==> src/docfq_pkg.sv <==
package docfq_pkg;

    // Field and counter widths.
    localparam int unsigned SAMPLE_W = 16;
    localparam int unsigned MAG_W    = 17;
    localparam int unsigned LIMIT_W  = 15;
    localparam int unsigned ALERT_W  = 7;
    localparam int unsigned FORCE_W  = 8;
    localparam int unsigned LEVEL_W  = 3;
    localparam int unsigned CFG_IDX_W = 2;

    // Limit reset values in milliamps.
    localparam logic [LIMIT_W-1:0] ALERT_LIMIT_RST = 15'd10500;
    localparam logic [LIMIT_W-1:0] FORCE_LIMIT_RST = 15'd14000;

    // Fault levels, ordered by severity.
    typedef enum logic [LEVEL_W-1:0] {
        LVL_SAFE    = 3'd0,
        LVL_WARNING = 3'd1,
        LVL_RISK    = 3'd2,
        LVL_DANGER  = 3'd3,
        LVL_DEADLY  = 3'd4
    } level_t;

    // Configuration register indexes.
    typedef enum logic [CFG_IDX_W-1:0] {
        CFG_SRC_ALERT = 2'd0,
        CFG_SRC_FORCE = 2'd1,
        CFG_CAP_ALERT = 2'd2,
        CFG_CAP_FORCE = 2'd3
    } cfg_index_t;

    // Status that a channel hands to the fusion logic.
    typedef struct packed {
        level_t level_next;
    } chan_status_t;

endpackage

==> src/docfq_sample_if.sv <==
interface docfq_sample_if;
    logic                                      valid;
    logic                                      ready;
    logic signed [docfq_pkg::SAMPLE_W-1:0]     source_current_ma;
    logic signed [docfq_pkg::SAMPLE_W-1:0]     cap_current_ma;

    modport source (output valid, output source_current_ma, output cap_current_ma,
                    input ready);
    modport sink   (input valid, input source_current_ma, input cap_current_ma,
                    output ready);
endinterface

==> src/docfq_result_if.sv <==
interface docfq_result_if;
    logic                              valid;
    logic                              ready;
    logic [docfq_pkg::LEVEL_W-1:0]     fault_level;
    logic                              level_changed;
    logic                              silence_request;
    logic                              record_fault;
    logic                              restore_request;

    modport source (output valid, output fault_level, output level_changed,
                    output silence_request, output record_fault,
                    output restore_request, input ready);
    modport sink   (input valid, input fault_level, input level_changed,
                    input silence_request, input record_fault,
                    input restore_request, output ready);
endinterface

==> src/docfq_chan.sv <==
module docfq_chan #(
    parameter int unsigned ALERT_SPAN = 100,
    parameter int unsigned FORCE_SPAN = 150
) (
    input  logic                                   clk,
    input  logic                                   rst_n,
    input  logic                                   update,
    input  logic signed [docfq_pkg::SAMPLE_W-1:0]  sample,
    input  logic [docfq_pkg::LIMIT_W-1:0]          alert_limit,
    input  logic [docfq_pkg::LIMIT_W-1:0]          force_limit,
    output docfq_pkg::chan_status_t                status
);

    localparam logic [docfq_pkg::ALERT_W-1:0] ALERT_TOP = docfq_pkg::ALERT_W'(ALERT_SPAN);
    localparam logic [docfq_pkg::FORCE_W-1:0] FORCE_TOP = docfq_pkg::FORCE_W'(FORCE_SPAN);

    logic [docfq_pkg::ALERT_W-1:0] alert_cnt_reg;
    logic [docfq_pkg::ALERT_W-1:0] alert_cnt_next;
    logic [docfq_pkg::FORCE_W-1:0] force_cnt_reg;
    logic [docfq_pkg::FORCE_W-1:0] force_cnt_next;
    docfq_pkg::level_t             level_reg;
    docfq_pkg::level_t             level_alert;
    docfq_pkg::level_t             level_next;

    logic [docfq_pkg::MAG_W-1:0]   sample_ext;
    logic [docfq_pkg::MAG_W-1:0]   mag;
    logic [docfq_pkg::MAG_W-1:0]   alert_ext;
    logic [docfq_pkg::MAG_W-1:0]   force_ext;
    logic                          below_alert;
    logic                          below_force;

    // Magnitude at 17 bits so that the most negative sample needs no saturation.
    assign sample_ext  = docfq_pkg::MAG_W'(sample);
    assign mag         = sample[docfq_pkg::SAMPLE_W-1] ? (~sample_ext + 1'b1) : sample_ext;
    assign alert_ext   = docfq_pkg::MAG_W'(alert_limit);
    assign force_ext   = docfq_pkg::MAG_W'(force_limit);
    assign below_alert = mag < alert_ext;
    assign below_force = mag < force_ext;

    // Alert counter: first matching rule wins.
    always_comb
    begin
        priority if (below_alert && alert_cnt_reg != '0)
        begin
            alert_cnt_next = alert_cnt_reg - 1'b1;
        end
        else if (!below_alert && below_force && alert_cnt_reg < ALERT_TOP)
        begin
            alert_cnt_next = alert_cnt_reg + 1'b1;
        end
        else if (!below_force)
        begin
            alert_cnt_next = ALERT_TOP;
        end
        else
        begin
            alert_cnt_next = alert_cnt_reg;
        end
    end

    // Level with hysteresis from the new alert count.
    always_comb
    begin
        priority if (alert_cnt_next == '0 && level_reg != docfq_pkg::LVL_SAFE)
        begin
            level_alert = docfq_pkg::LVL_SAFE;
        end
        else if (alert_cnt_next != '0 && alert_cnt_next < ALERT_TOP
                 && level_reg < docfq_pkg::LVL_WARNING)
        begin
            level_alert = docfq_pkg::LVL_WARNING;
        end
        else if (alert_cnt_next == ALERT_TOP && level_reg < docfq_pkg::LVL_RISK)
        begin
            level_alert = docfq_pkg::LVL_RISK;
        end
        else
        begin
            level_alert = level_reg;
        end
    end

    // Force counter runs up at Risk and decays below it; full span is deadly.
    always_comb
    begin
        priority if (level_alert == docfq_pkg::LVL_RISK && force_cnt_reg < FORCE_TOP)
        begin
            force_cnt_next = force_cnt_reg + 1'b1;
        end
        else if (level_alert < docfq_pkg::LVL_RISK && force_cnt_reg != '0)
        begin
            force_cnt_next = force_cnt_reg - 1'b1;
        end
        else
        begin
            force_cnt_next = force_cnt_reg;
        end
        level_next = (force_cnt_next == FORCE_TOP) ? docfq_pkg::LVL_DEADLY : level_alert;
    end

    assign status.level_next = level_next;

    // Channel state advances only for items that are processed.
    always_ff @(posedge clk or negedge rst_n)
    begin
        if (!rst_n)
        begin
            alert_cnt_reg <= '0;
            force_cnt_reg <= '0;
            level_reg     <= docfq_pkg::LVL_SAFE;
        end
        else if (update)
        begin
            alert_cnt_reg <= alert_cnt_next;
            force_cnt_reg <= force_cnt_next;
            level_reg     <= level_next;
        end
    end

endmodule

==> src/dual_overcurrent_fault_qualifier.sv <==
// Dual overcurrent fault qualifier.
// The sample_in channel takes one pair of signed milliamp samples (source and
// capacitor current) per transfer; the result_out channel gives one result per
// sample: the fused fault level and the level_changed, silence_request,
// record_fault and restore_request pulses for that sample.
// The result of a sample accepted at a clock edge is registered and is valid
// right after that edge. Throughput is one sample per cycle while the
// receiver takes results; the channel counters and levels are updated in a
// single pass between the input handshake and the result register.
// The limit registers are written through cfg_we, cfg_index and cfg_data and
// should only change while no result is pending.
// Reset clears both channels to Safe with zero counts, restores the default
// limits and empties the result register. When the receiver stalls, the
// result register holds its value and sample_in.ready drops until the result
// is taken. Once the fused level reaches Deadliness the block freezes and
// reports Deadliness for every further sample until reset.
module dual_overcurrent_fault_qualifier #(
    parameter int unsigned ALERT_SPAN = 100,
    parameter int unsigned FORCE_SPAN = 150
) (
    input  logic                                  clk,
    input  logic                                  rst_n,
    docfq_sample_if.sink                          sample_in,
    docfq_result_if.source                        result_out,
    input  logic                                  cfg_we,
    input  logic [docfq_pkg::CFG_IDX_W-1:0]       cfg_index,
    input  logic [docfq_pkg::LIMIT_W-1:0]         cfg_data
);

    logic [docfq_pkg::LIMIT_W-1:0] src_alert_limit_reg;
    logic [docfq_pkg::LIMIT_W-1:0] src_force_limit_reg;
    logic [docfq_pkg::LIMIT_W-1:0] cap_alert_limit_reg;
    logic [docfq_pkg::LIMIT_W-1:0] cap_force_limit_reg;

    docfq_pkg::level_t             fused_level_reg;
    docfq_pkg::level_t             fused_level_next;
    docfq_pkg::chan_status_t       src_status;
    docfq_pkg::chan_status_t       cap_status;

    logic                          out_valid_reg;
    docfq_pkg::level_t             out_level_reg;
    logic                          out_changed_reg;
    logic                          out_silence_reg;
    logic                          out_record_reg;
    logic                          out_restore_reg;

    logic                          accept;
    logic                          frozen;
    logic                          update;
    logic                          changed;
    logic                          silence;
    logic                          record;
    logic                          restore;

    // Handshake: the result register parts the two sides.
    assign sample_in.ready = !out_valid_reg || result_out.ready;
    assign accept          = sample_in.valid && sample_in.ready;
    assign frozen          = fused_level_reg == docfq_pkg::LVL_DEADLY;
    assign update          = accept && !frozen;

    // Limit registers.
    always_ff @(posedge clk or negedge rst_n)
    begin
        if (!rst_n)
        begin
            src_alert_limit_reg <= docfq_pkg::ALERT_LIMIT_RST;
            src_force_limit_reg <= docfq_pkg::FORCE_LIMIT_RST;
            cap_alert_limit_reg <= docfq_pkg::ALERT_LIMIT_RST;
            cap_force_limit_reg <= docfq_pkg::FORCE_LIMIT_RST;
        end
        else if (cfg_we)
        begin
            unique case (docfq_pkg::cfg_index_t'(cfg_index))
                docfq_pkg::CFG_SRC_ALERT: src_alert_limit_reg <= cfg_data;
                docfq_pkg::CFG_SRC_FORCE: src_force_limit_reg <= cfg_data;
                docfq_pkg::CFG_CAP_ALERT: cap_alert_limit_reg <= cfg_data;
                docfq_pkg::CFG_CAP_FORCE: cap_force_limit_reg <= cfg_data;
                default: ;
            endcase
        end
    end

    // Per-channel counters and levels.
    docfq_chan #(
        .ALERT_SPAN (ALERT_SPAN),
        .FORCE_SPAN (FORCE_SPAN)
    ) u_src_chan (
        .clk         (clk),
        .rst_n       (rst_n),
        .update      (update),
        .sample      (sample_in.source_current_ma),
        .alert_limit (src_alert_limit_reg),
        .force_limit (src_force_limit_reg),
        .status      (src_status)
    );

    docfq_chan #(
        .ALERT_SPAN (ALERT_SPAN),
        .FORCE_SPAN (FORCE_SPAN)
    ) u_cap_chan (
        .clk         (clk),
        .rst_n       (rst_n),
        .update      (update),
        .sample      (sample_in.cap_current_ma),
        .alert_limit (cap_alert_limit_reg),
        .force_limit (cap_force_limit_reg),
        .status      (cap_status)
    );

    // Fused level is the more severe channel; transitions raise pulses.
    always_comb
    begin
        fused_level_next = (src_status.level_next >= cap_status.level_next)
                           ? src_status.level_next : cap_status.level_next;
        changed = 1'b0;
        silence = 1'b0;
        record  = 1'b0;
        restore = 1'b0;
        if (!frozen && fused_level_next != fused_level_reg)
        begin
            changed = 1'b1;
            priority if (fused_level_reg <= docfq_pkg::LVL_WARNING)
            begin
                silence = fused_level_next == docfq_pkg::LVL_RISK
                          || fused_level_next == docfq_pkg::LVL_DEADLY;
                record  = fused_level_next == docfq_pkg::LVL_DEADLY;
            end
            else if (fused_level_reg == docfq_pkg::LVL_RISK)
            begin
                restore = fused_level_next <= docfq_pkg::LVL_WARNING;
                record  = fused_level_next == docfq_pkg::LVL_DEADLY;
            end
            else
            begin
                silence = 1'b0;
            end
        end
    end

    // Fused level state.
    always_ff @(posedge clk or negedge rst_n)
    begin
        if (!rst_n)
        begin
            fused_level_reg <= docfq_pkg::LVL_SAFE;
        end
        else if (update)
        begin
            fused_level_reg <= fused_level_next;
        end
    end

    // Result register: loaded on every transfer in, cleared when taken.
    always_ff @(posedge clk or negedge rst_n)
    begin
        if (!rst_n)
        begin
            out_valid_reg <= 1'b0;
        end
        else if (accept)
        begin
            out_valid_reg <= 1'b1;
        end
        else if (result_out.ready)
        begin
            out_valid_reg <= 1'b0;
        end
    end

    always_ff @(posedge clk)
    begin
        if (accept)
        begin
            out_level_reg   <= frozen ? docfq_pkg::LVL_DEADLY : fused_level_next;
            out_changed_reg <= changed;
            out_silence_reg <= silence;
            out_record_reg  <= record;
            out_restore_reg <= restore;
        end
    end

    assign result_out.valid           = out_valid_reg;
    assign result_out.fault_level     = out_level_reg;
    assign result_out.level_changed   = out_changed_reg;
    assign result_out.silence_request = out_silence_reg;
    assign result_out.record_fault    = out_record_reg;
    assign result_out.restore_request = out_restore_reg;

endmodule
==> src/flat_wrapper.sv <==
// flat-port wrapper written by rule: the top's interface ports become plain ports
module dual_overcurrent_fault_qualifier_flat 
#(
    parameter int unsigned ALERT_SPAN = 100,
    parameter int unsigned FORCE_SPAN = 150
)
  (clk, rst_n, cfg_we, cfg_index, cfg_data, sample_in_valid, sample_in_source_current_ma, sample_in_cap_current_ma, sample_in_ready, result_out_valid, result_out_fault_level, result_out_level_changed, result_out_silence_request, result_out_record_fault, result_out_restore_request, result_out_ready);
  docfq_sample_if sample_in_i ();
  docfq_result_if result_out_i ();
  input  logic clk;
  input  logic rst_n;
  input  logic cfg_we;
  input  logic [docfq_pkg::CFG_IDX_W-1:0] cfg_index;
  input  logic [docfq_pkg::LIMIT_W-1:0] cfg_data;
  input wire logic [$bits(sample_in_i.valid)-1:0] sample_in_valid;
  input wire logic [$bits(sample_in_i.source_current_ma)-1:0] sample_in_source_current_ma;
  input wire logic [$bits(sample_in_i.cap_current_ma)-1:0] sample_in_cap_current_ma;
  output wire logic [$bits(sample_in_i.ready)-1:0] sample_in_ready;
  output wire logic [$bits(result_out_i.valid)-1:0] result_out_valid;
  output wire logic [$bits(result_out_i.fault_level)-1:0] result_out_fault_level;
  output wire logic [$bits(result_out_i.level_changed)-1:0] result_out_level_changed;
  output wire logic [$bits(result_out_i.silence_request)-1:0] result_out_silence_request;
  output wire logic [$bits(result_out_i.record_fault)-1:0] result_out_record_fault;
  output wire logic [$bits(result_out_i.restore_request)-1:0] result_out_restore_request;
  input wire logic [$bits(result_out_i.ready)-1:0] result_out_ready;
  assign sample_in_i.valid = sample_in_valid;
  assign sample_in_i.source_current_ma = sample_in_source_current_ma;
  assign sample_in_i.cap_current_ma = sample_in_cap_current_ma;
  assign sample_in_ready = sample_in_i.ready;
  assign result_out_valid = result_out_i.valid;
  assign result_out_fault_level = result_out_i.fault_level;
  assign result_out_level_changed = result_out_i.level_changed;
  assign result_out_silence_request = result_out_i.silence_request;
  assign result_out_record_fault = result_out_i.record_fault;
  assign result_out_restore_request = result_out_i.restore_request;
  assign result_out_i.ready = result_out_ready;
  dual_overcurrent_fault_qualifier #(.ALERT_SPAN(ALERT_SPAN), .FORCE_SPAN(FORCE_SPAN)) u_core (.clk(clk), .rst_n(rst_n), .sample_in(sample_in_i), .result_out(result_out_i), .cfg_we(cfg_we), .cfg_index(cfg_index), .cfg_data(cfg_data));
endmodule
==> config.mk <==
export PLATFORM = sky130hd
export DESIGN_NAME = dual_overcurrent_fault_qualifier_flat
export DESIGN_NICKNAME = d
export VERILOG_FILES = /design/src/docfq_pkg.sv /design/src/docfq_sample_if.sv /design/src/docfq_result_if.sv /design/src/docfq_chan.sv /design/src/dual_overcurrent_fault_qualifier.sv /design/src/flat_wrapper.sv
export SDC_FILE = /design/constraint.sdc
export NUM_CORES = 1
export LEC_CHECK = 0
export ABC_AREA = 1
export BUFFER_PORTS_ARGS = -buffer_cell sky130_fd_sc_hd__clkbuf_2
export CELL_PAD_IN_SITES_DETAIL_PLACEMENT = 0
export CELL_PAD_IN_SITES_GLOBAL_PLACEMENT = 1
export CORE_MARGIN = 4
export CORE_UTILIZATION = 46
export CTS_BUF_LIST = sky130_fd_sc_hd__clkbuf_8
export DETAILED_ROUTE_END_ITERATION = 10
export PLACE_DENSITY = 0.87
export SLEW_MARGIN = 20
export SYNTH_ARGS = -nofsm -noshare
export SYNTH_HDL_FRONTEND = slang
export SYNTH_SLANG_ARGS = --single-unit
==> constraint.sdc <==
create_clock -name clk -period 5.5 [get_ports clk]
set_input_delay 0 -clock clk [delete_from_list [all_inputs] [get_ports clk]]
set_output_delay 0 -clock clk [all_outputs]
set_load 0.05 [all_outputs]
# Yosys cells after proc, flatten, opt, wreduce, memory -nomap -nowiden
# Index checks and enable logic that the tools add are counted.
[op_classes]
add_sub_neg = 10
n_lt_le_gt_ge = 19
eq_ne = 14
mux = 26
bitwise_logic = 4
n_reduce_logical = 45
[op_table]
columns = ["op", "n"]
rows = [
  ["less-than comparator 17 x 15 -> 1 bit", 4],
  ["two-way mux 7 bit", 6],
  ["adder 17 x 1 -> 17 bit (second input constant)", 2],
  ["two-way mux 17 bit", 2],
  ["inverter 17 bit", 2],
  ["two-way mux 8 bit", 4],
  ["less-than comparator 7 bit (second input constant)", 4],
  ["nonzero test 7 bit", 4],
  ["two-way mux 3 bit", 9],
  ["logical AND 1 bit", 21],
  ["adder 8 x 1 -> 8 bit (second input constant)", 2],
  ["== test 8 bit (second input constant)", 2],
  ["less-than comparator 8 bit (second input constant)", 2],
  ["nonzero test 8 bit", 2],
  ["subtractor 8 x 1 -> 8 bit (second input constant)", 2],
  ["adder 7 x 1 -> 7 bit (second input constant)", 2],
  ["== test 7 bit (second input constant)", 2],
  ["zero test 7 bit", 2],
  ["subtractor 7 x 1 -> 7 bit (second input constant)", 2],
  ["== test 3 x 2 -> 1 bit (second input constant)", 4],
  ["less-than comparator 3 x 2 -> 1 bit (second input constant)", 4],
  ["AND reduction 2 bit", 5],
  ["== test 3 bit (second input constant)", 2],
  ["less-or-equal comparator 3 x 1 -> 1 bit (second input constant)", 2],
  ["other kinds (13)", 25],
]
[word_totals]
reg_bits = 107
input_bits = 54
out_inout_bits = 9
wordCells = 135

# Longest topological paths before layout
[logic_depth]
ltp_word = 26
depth_mapped = 51

# Hierarchy
# Synthesis repeated with hierarchy kept, for this count alone.
[hier_totals]
cells_unflattened = 1228
area_unflattened_um2 = 8853.5
[by_module_without_submodules]
columns = ["module", "n_inst", "cells_each", "area_per_inst_um2", "seq_area_each_um2"]
rows = [
  ["docfq_chan (u_core.u_cap_chan)", 1, 469, 3009.1, 450.4],
  ["docfq_chan (u_core.u_src_chan)", 1, 463, 2989.1, 450.4],
  ["dual_overcurrent_fault_qualifier", 1, 296, 2855.2, 1839.3],
]

# Least setup slack after synthesis
# OpenSTA, ideal clock, no wires.
[synth_path]
kind = "input port to flip-flop"
from = "input port sample_in_cap_current_ma[0]"
to = "register u_core.out_changed_reg, in the netlist u_core.result_out.level_changed (data pin)"
arrival_time_ns = 4.987
t_required_ns = 5.251
path_slack_ns = 0.264
cell_stages = 43
n_path_buf = 1
cell_sequence = "inv_1 > ha_1 > inv_1 > nor2_1 > nand4_1 > o31ai_1 > nand2_1 > xor2_1 > ha_1 > a21oi_1 > o21ai_0 > nand3_2 > nand2_2 > inv_4 > nand3_4 > inv_4 > nor2_8 > nand2_2 > [7 not listed] > buf_12 > a21oi_2 > nand2_2 > nor2_4 > nand2_4 > nand2_1 > inv_1 > ha_1 > a21oi_1 > o21ai_0 > a31oi_1 > inv_1 > nand3_1 > nand3_1 > nand2_1 > nand3_1 > nand2_1 > inv_1"
[synth_via]
elab_chain_cells = 25
[synth_lines]
columns = ["item", "line_no", "text"]
rows = [
  ["start: declaration", "flat_wrapper.sv:17", "input wire logic [$bits(sample_in_i.cap_current_ma)-1:0] sample_in_cap_current_ma;"],
  ["inverter 17 bit", "docfq_chan.sv:34", "assign mag = sample[docfq_pkg::SAMPLE_W-1] ? (~sample_ext + 1'b1) : sample_ext;"],
  ["adder 17 x 1 -> 17 bit", "docfq_chan.sv:34", ""],
  ["two-way mux 17 bit (*)", "docfq_chan.sv:34", ""],
  ["less-than comparator 17 x 15 -> 1 bit", "docfq_chan.sv:37", "assign below_alert = mag < alert_ext;"],
  ["zero test 1 bit", "docfq_chan.sv:47", "else if (!below_alert && below_force && alert_cnt_reg < ALERT_TOP)"],
  ["logical AND 1 bit (2 in a row)", "docfq_chan.sv:47", ""],
  ["two-way mux 7 bit", "docfq_chan.sv:47", ""],
  ["two-way mux 7 bit (*)", "docfq_chan.sv:43", "priority if (below_alert && alert_cnt_reg != '0)"],
  ["[9 not listed]", "-", ""],
  ["== test 8 bit", "docfq_chan.sv:98", "level_next = (force_cnt_next == FORCE_TOP) ? docfq_pkg::LVL_DEADLY : level_alert;"],
  ["two-way mux 3 bit (*)", "docfq_chan.sv:98", ""],
  [">= comparator 3 bit", "dual_overcurrent_fault_qualifier.sv:113", "fused_level_next = (src_status.level_next >= cap_status.level_next)"],
  ["two-way mux 3 bit (*)", "dual_overcurrent_fault_qualifier.sv:114", "? src_status.level_next : cap_status.level_next;"],
  ["!= test 3 bit (*)", "dual_overcurrent_fault_qualifier.sv:119", "if (!frozen && fused_level_next != fused_level_reg)"],
  ["logical AND 1 bit (*)", "dual_overcurrent_fault_qualifier.sv:119", ""],
  ["two-way mux 1 bit (*)", "dual_overcurrent_fault_qualifier.sv:119", ""],
  ["via u_core.changed", "dual_overcurrent_fault_qualifier.sv:50", "logic changed;"],
  ["end signal: assignment", "dual_overcurrent_fault_qualifier.sv:175", "out_changed_reg <= changed;"],
  ["end: declaration", "dual_overcurrent_fault_qualifier.sv:42", "logic out_changed_reg;"],
]
# The timed path passes the listed nets; every way through them passes the cells marked *.
# A chain may end at the register's enable or synchronous reset.

# Worst setup path in the final report
# Ends and elaborated chain as after synthesis.

==> results.toml <==
[placed_design]
post-dp-hpwl_mm = 15.45
place_ws_ns = -0.1679
routabilityCongestion = 0.9120
port-buffer-count = 62
dp.cells = 1531

[sta]
fmax_mhz = 193.7
setup_tns_ns = 0
finClkSkew_ns = 0.01236
hold_viol = 0
final-setup-viol-count = 0
finalWorstSetupSlack_ns = 0.3375
layout_min_cycle_time_ns = 5.163
worst_pin_slew_ns = 0.9747
finalMaxSlewViolations = 0
fin_crit_sh_pct = 93.86
slew_headroom_pct = 34.84

[worst_setup_path]
end_kind = "register"
cp_common_cell = "nand2_2"
cp.required_ns = 5.66
start_kind = "input pin"
cp_max_fo = 8
critical-path-max-stage-delay_ns = 0.34
cp.buffers_inverters = 11
crit_type = "in2reg"
cp_data_arrival_time_ns = 5.32
crit_family = "simple AND/OR/NAND/NOR gates"
cp_slowest_cell = "ha_1"

[global_routing]
grt_pass1_wl_mm = 35.45
track_usage_pct = 19.56
grt_pass1_vias = 7426
grt_remaining_overflow = 0
grt_max_degree = 69
antenna_found_initial = 0

[power_and_ir_drop]
p_leak_uw = 0.005283
intPower_uw = 2717
max-vdd-ir-drop_mv = 0.2087
power_frac_comb_pct = 65.7
p_switching_uw = 2631
p_sw_share_pct = 49.19
total_power_uw = 5348
powerDensity_mw_per_mm2 = 504.9
clock_power_share_pct = 10.1
seq_power_share_pct = 24.2

[layout]
final_core_util_pct = 56.43
fin_cells = 1585
n_antenna_cell = 0
final_layout_size_suffix_gt1_share_pct = 23.76
fillers = 1786
layout.nets = 1473
areaGrowthSynthToFinish_pct = 20.16
final_common_cell = "nand2_1"
mostFrequentLayoutCells = "291 x nand2_1, 170 x inv_1, 113 x o21ai_0, 78 x dfrtp_1, 71 x ha_1"

[synthesis]
ys_ff_latch = 107
syn_area_mm2 = 0.008815
synth-edff-count = 7
synth_top_area_cell = "dfrtp_1"
synthCells = 1219
ys_seq_area_share_pct = 31.09
yosysWarnings = 0
syn_nets = 1346
synth.distinct_cells = 51
yosys-top-cells-area = "dfrtp_1 22%, nand2_1 13%, ha_1 10%, inv_1 7.4%, o21ai_0 6.6%"
ys.flop_type = "dfrtp_1"
synth.avg_cell_area_um2 = 7.231
synth_top_area_share_pct = 22.14
async_flop_share_pct = 93.46

[floorplan]
fp.dieW_um = 146.4
die-area_mm2 = 0.02144
initial_core_util_pct = 46.97
core_mm2 = 0.01877
io_pins = 63
rows = 50
fp.dieH_um = 146.4

[route]
vias_per_cell = 5.100
dr.pass1.iters = 5
wl_mm = 21.29
route.detailed.drc = 0
antenna_left = 0
wl_per_cell_um = 13.43
dr_total_vias = 8084
drtIter0Drc = 499

[worst_hold_path]
hold_path_class = "in2async"

[clock_network]
cts_root_buf = "clkbuf_8"
insertion_delay_ns = 0.39
htreeDepth = 3
cts_max_path_buffers = 2
tritoncts = "built"
clkTransAtPathRegs_ns = 0.11
cts.sinks = 107
cts_made_buffers = 9

[run_status]
status = "completed"

[job]
cap_violations = 0
path summary, 6_finish.rpt:
kind                                           startpoint                               end  slack [ns]  cells past startpoint
max                           sample_in_cap_current_ma[0]   u_core.result_out.level_changed        0.34                     47
min                                                 rst_n    u_core.cap_alert_limit_reg[12]        0.09                      2
max reg2reg                 u_core.src_alert_limit_reg[8]   u_core.result_out.level_changed        0.52                     37
min reg2reg                u_core.src_alert_limit_reg[14]    u_core.src_alert_limit_reg[14]        0.49                      2
max in group asynchronous                           rst_n    u_core.u_src_chan.level_reg[1]        4.17                      3
min in group clk                         result_out_ready  u_core.result_out.fault_level[0]        0.27                      5
per-layer routing:
layer | track usage, % | wire (µm) | vias up
met5 | 0 | 0 | -
met4 | 5.880 | 334 | 0
met3 | 2.017 | 664 | 21
met2 | 29.73 | 9590 | 163
met1 | 29.46 | 10700 | 3714
li1 | - | - | 4186
through the flow:
step,hold WS [ns],instance area (µm²)
2_1_floorplan,-0.2956,8815
3_3_place_gp,-0.01738,9635
3_5_place_dp,-0.01309,9635
4_1_cts,0.08542,10040
5_1_grt,0.1464,10590
6_report,0.09363,10590
cells in the mapped netlist (8+ instances only):
cell and number:
nand3_2 14, nand4_1 37, o21ai_0 116, nor2_1 72, nand3_1 67, xor2_1 47, inv_2 10, xnor2_1 10
inv_1 173, dfstp_2 22, nor3_1 15, clkbuf_1 28, a21oi_1 43, nand2_1 312, nand2_2 13, nor2_2 9
dfrtp_1 78, nand2_4 8, ha_1 73
repair_timing:
item / 4_1_cts / 5_1_grt
endpoints found under the hold margin: 93 / 0
hold buffers: 19 / 0
resized for setup: 0 / 94
setup endpoints to repair: 0 / 10
setup buffers: 0 / 17
layout make-up:
type,count,area [µm²],share of cell area (%)
well taps,234,292.8,2.764
flip-flops and latches,107,2740,25.87
clock inverters,7,92.59,0.8742
multi-input cells,892,5588,52.76
repair buffers,149,1033,9.758
inverters,187,720.7,6.804
clock buffers,9,123.9,1.170
kinds of logic (layout without fill, tap and decap cells):
| logic type | after synthesis | in the layout | share of synthesized area (%) |
|---|---|---|---|
| DFF | 107 | 107 | 31.09 |
| and+or+nand+nor | 571 | 573 | 31.07 |
| xor gates and xnor gates | 57 | 57 | 5.663 |
| AOI/OAI and AO/OA | 189 | 189 | 11.82 |
| adders and majority gates | 73 | 73 | 10.36 |
| buffers and inverters | 222 | 352 | 9.993 |
power groups by stage:
| stage | Clock [µW] | Combinational (µW) | Sequential (µW) |
|---|---|---|---|
| finish | 539 | 3520 | 1290 |
| floorplan | 0 | 2230 | 1280 |
| CTS | 555 | 3010 | 1290 |
| global placement | 0 | 2980 | 1300 |
| global route | 585 | 3930 | 1330 |
| detailed placement | 0 | 2980 | 1300 |
No activity file was read; power rests on OpenSTA's default activity.
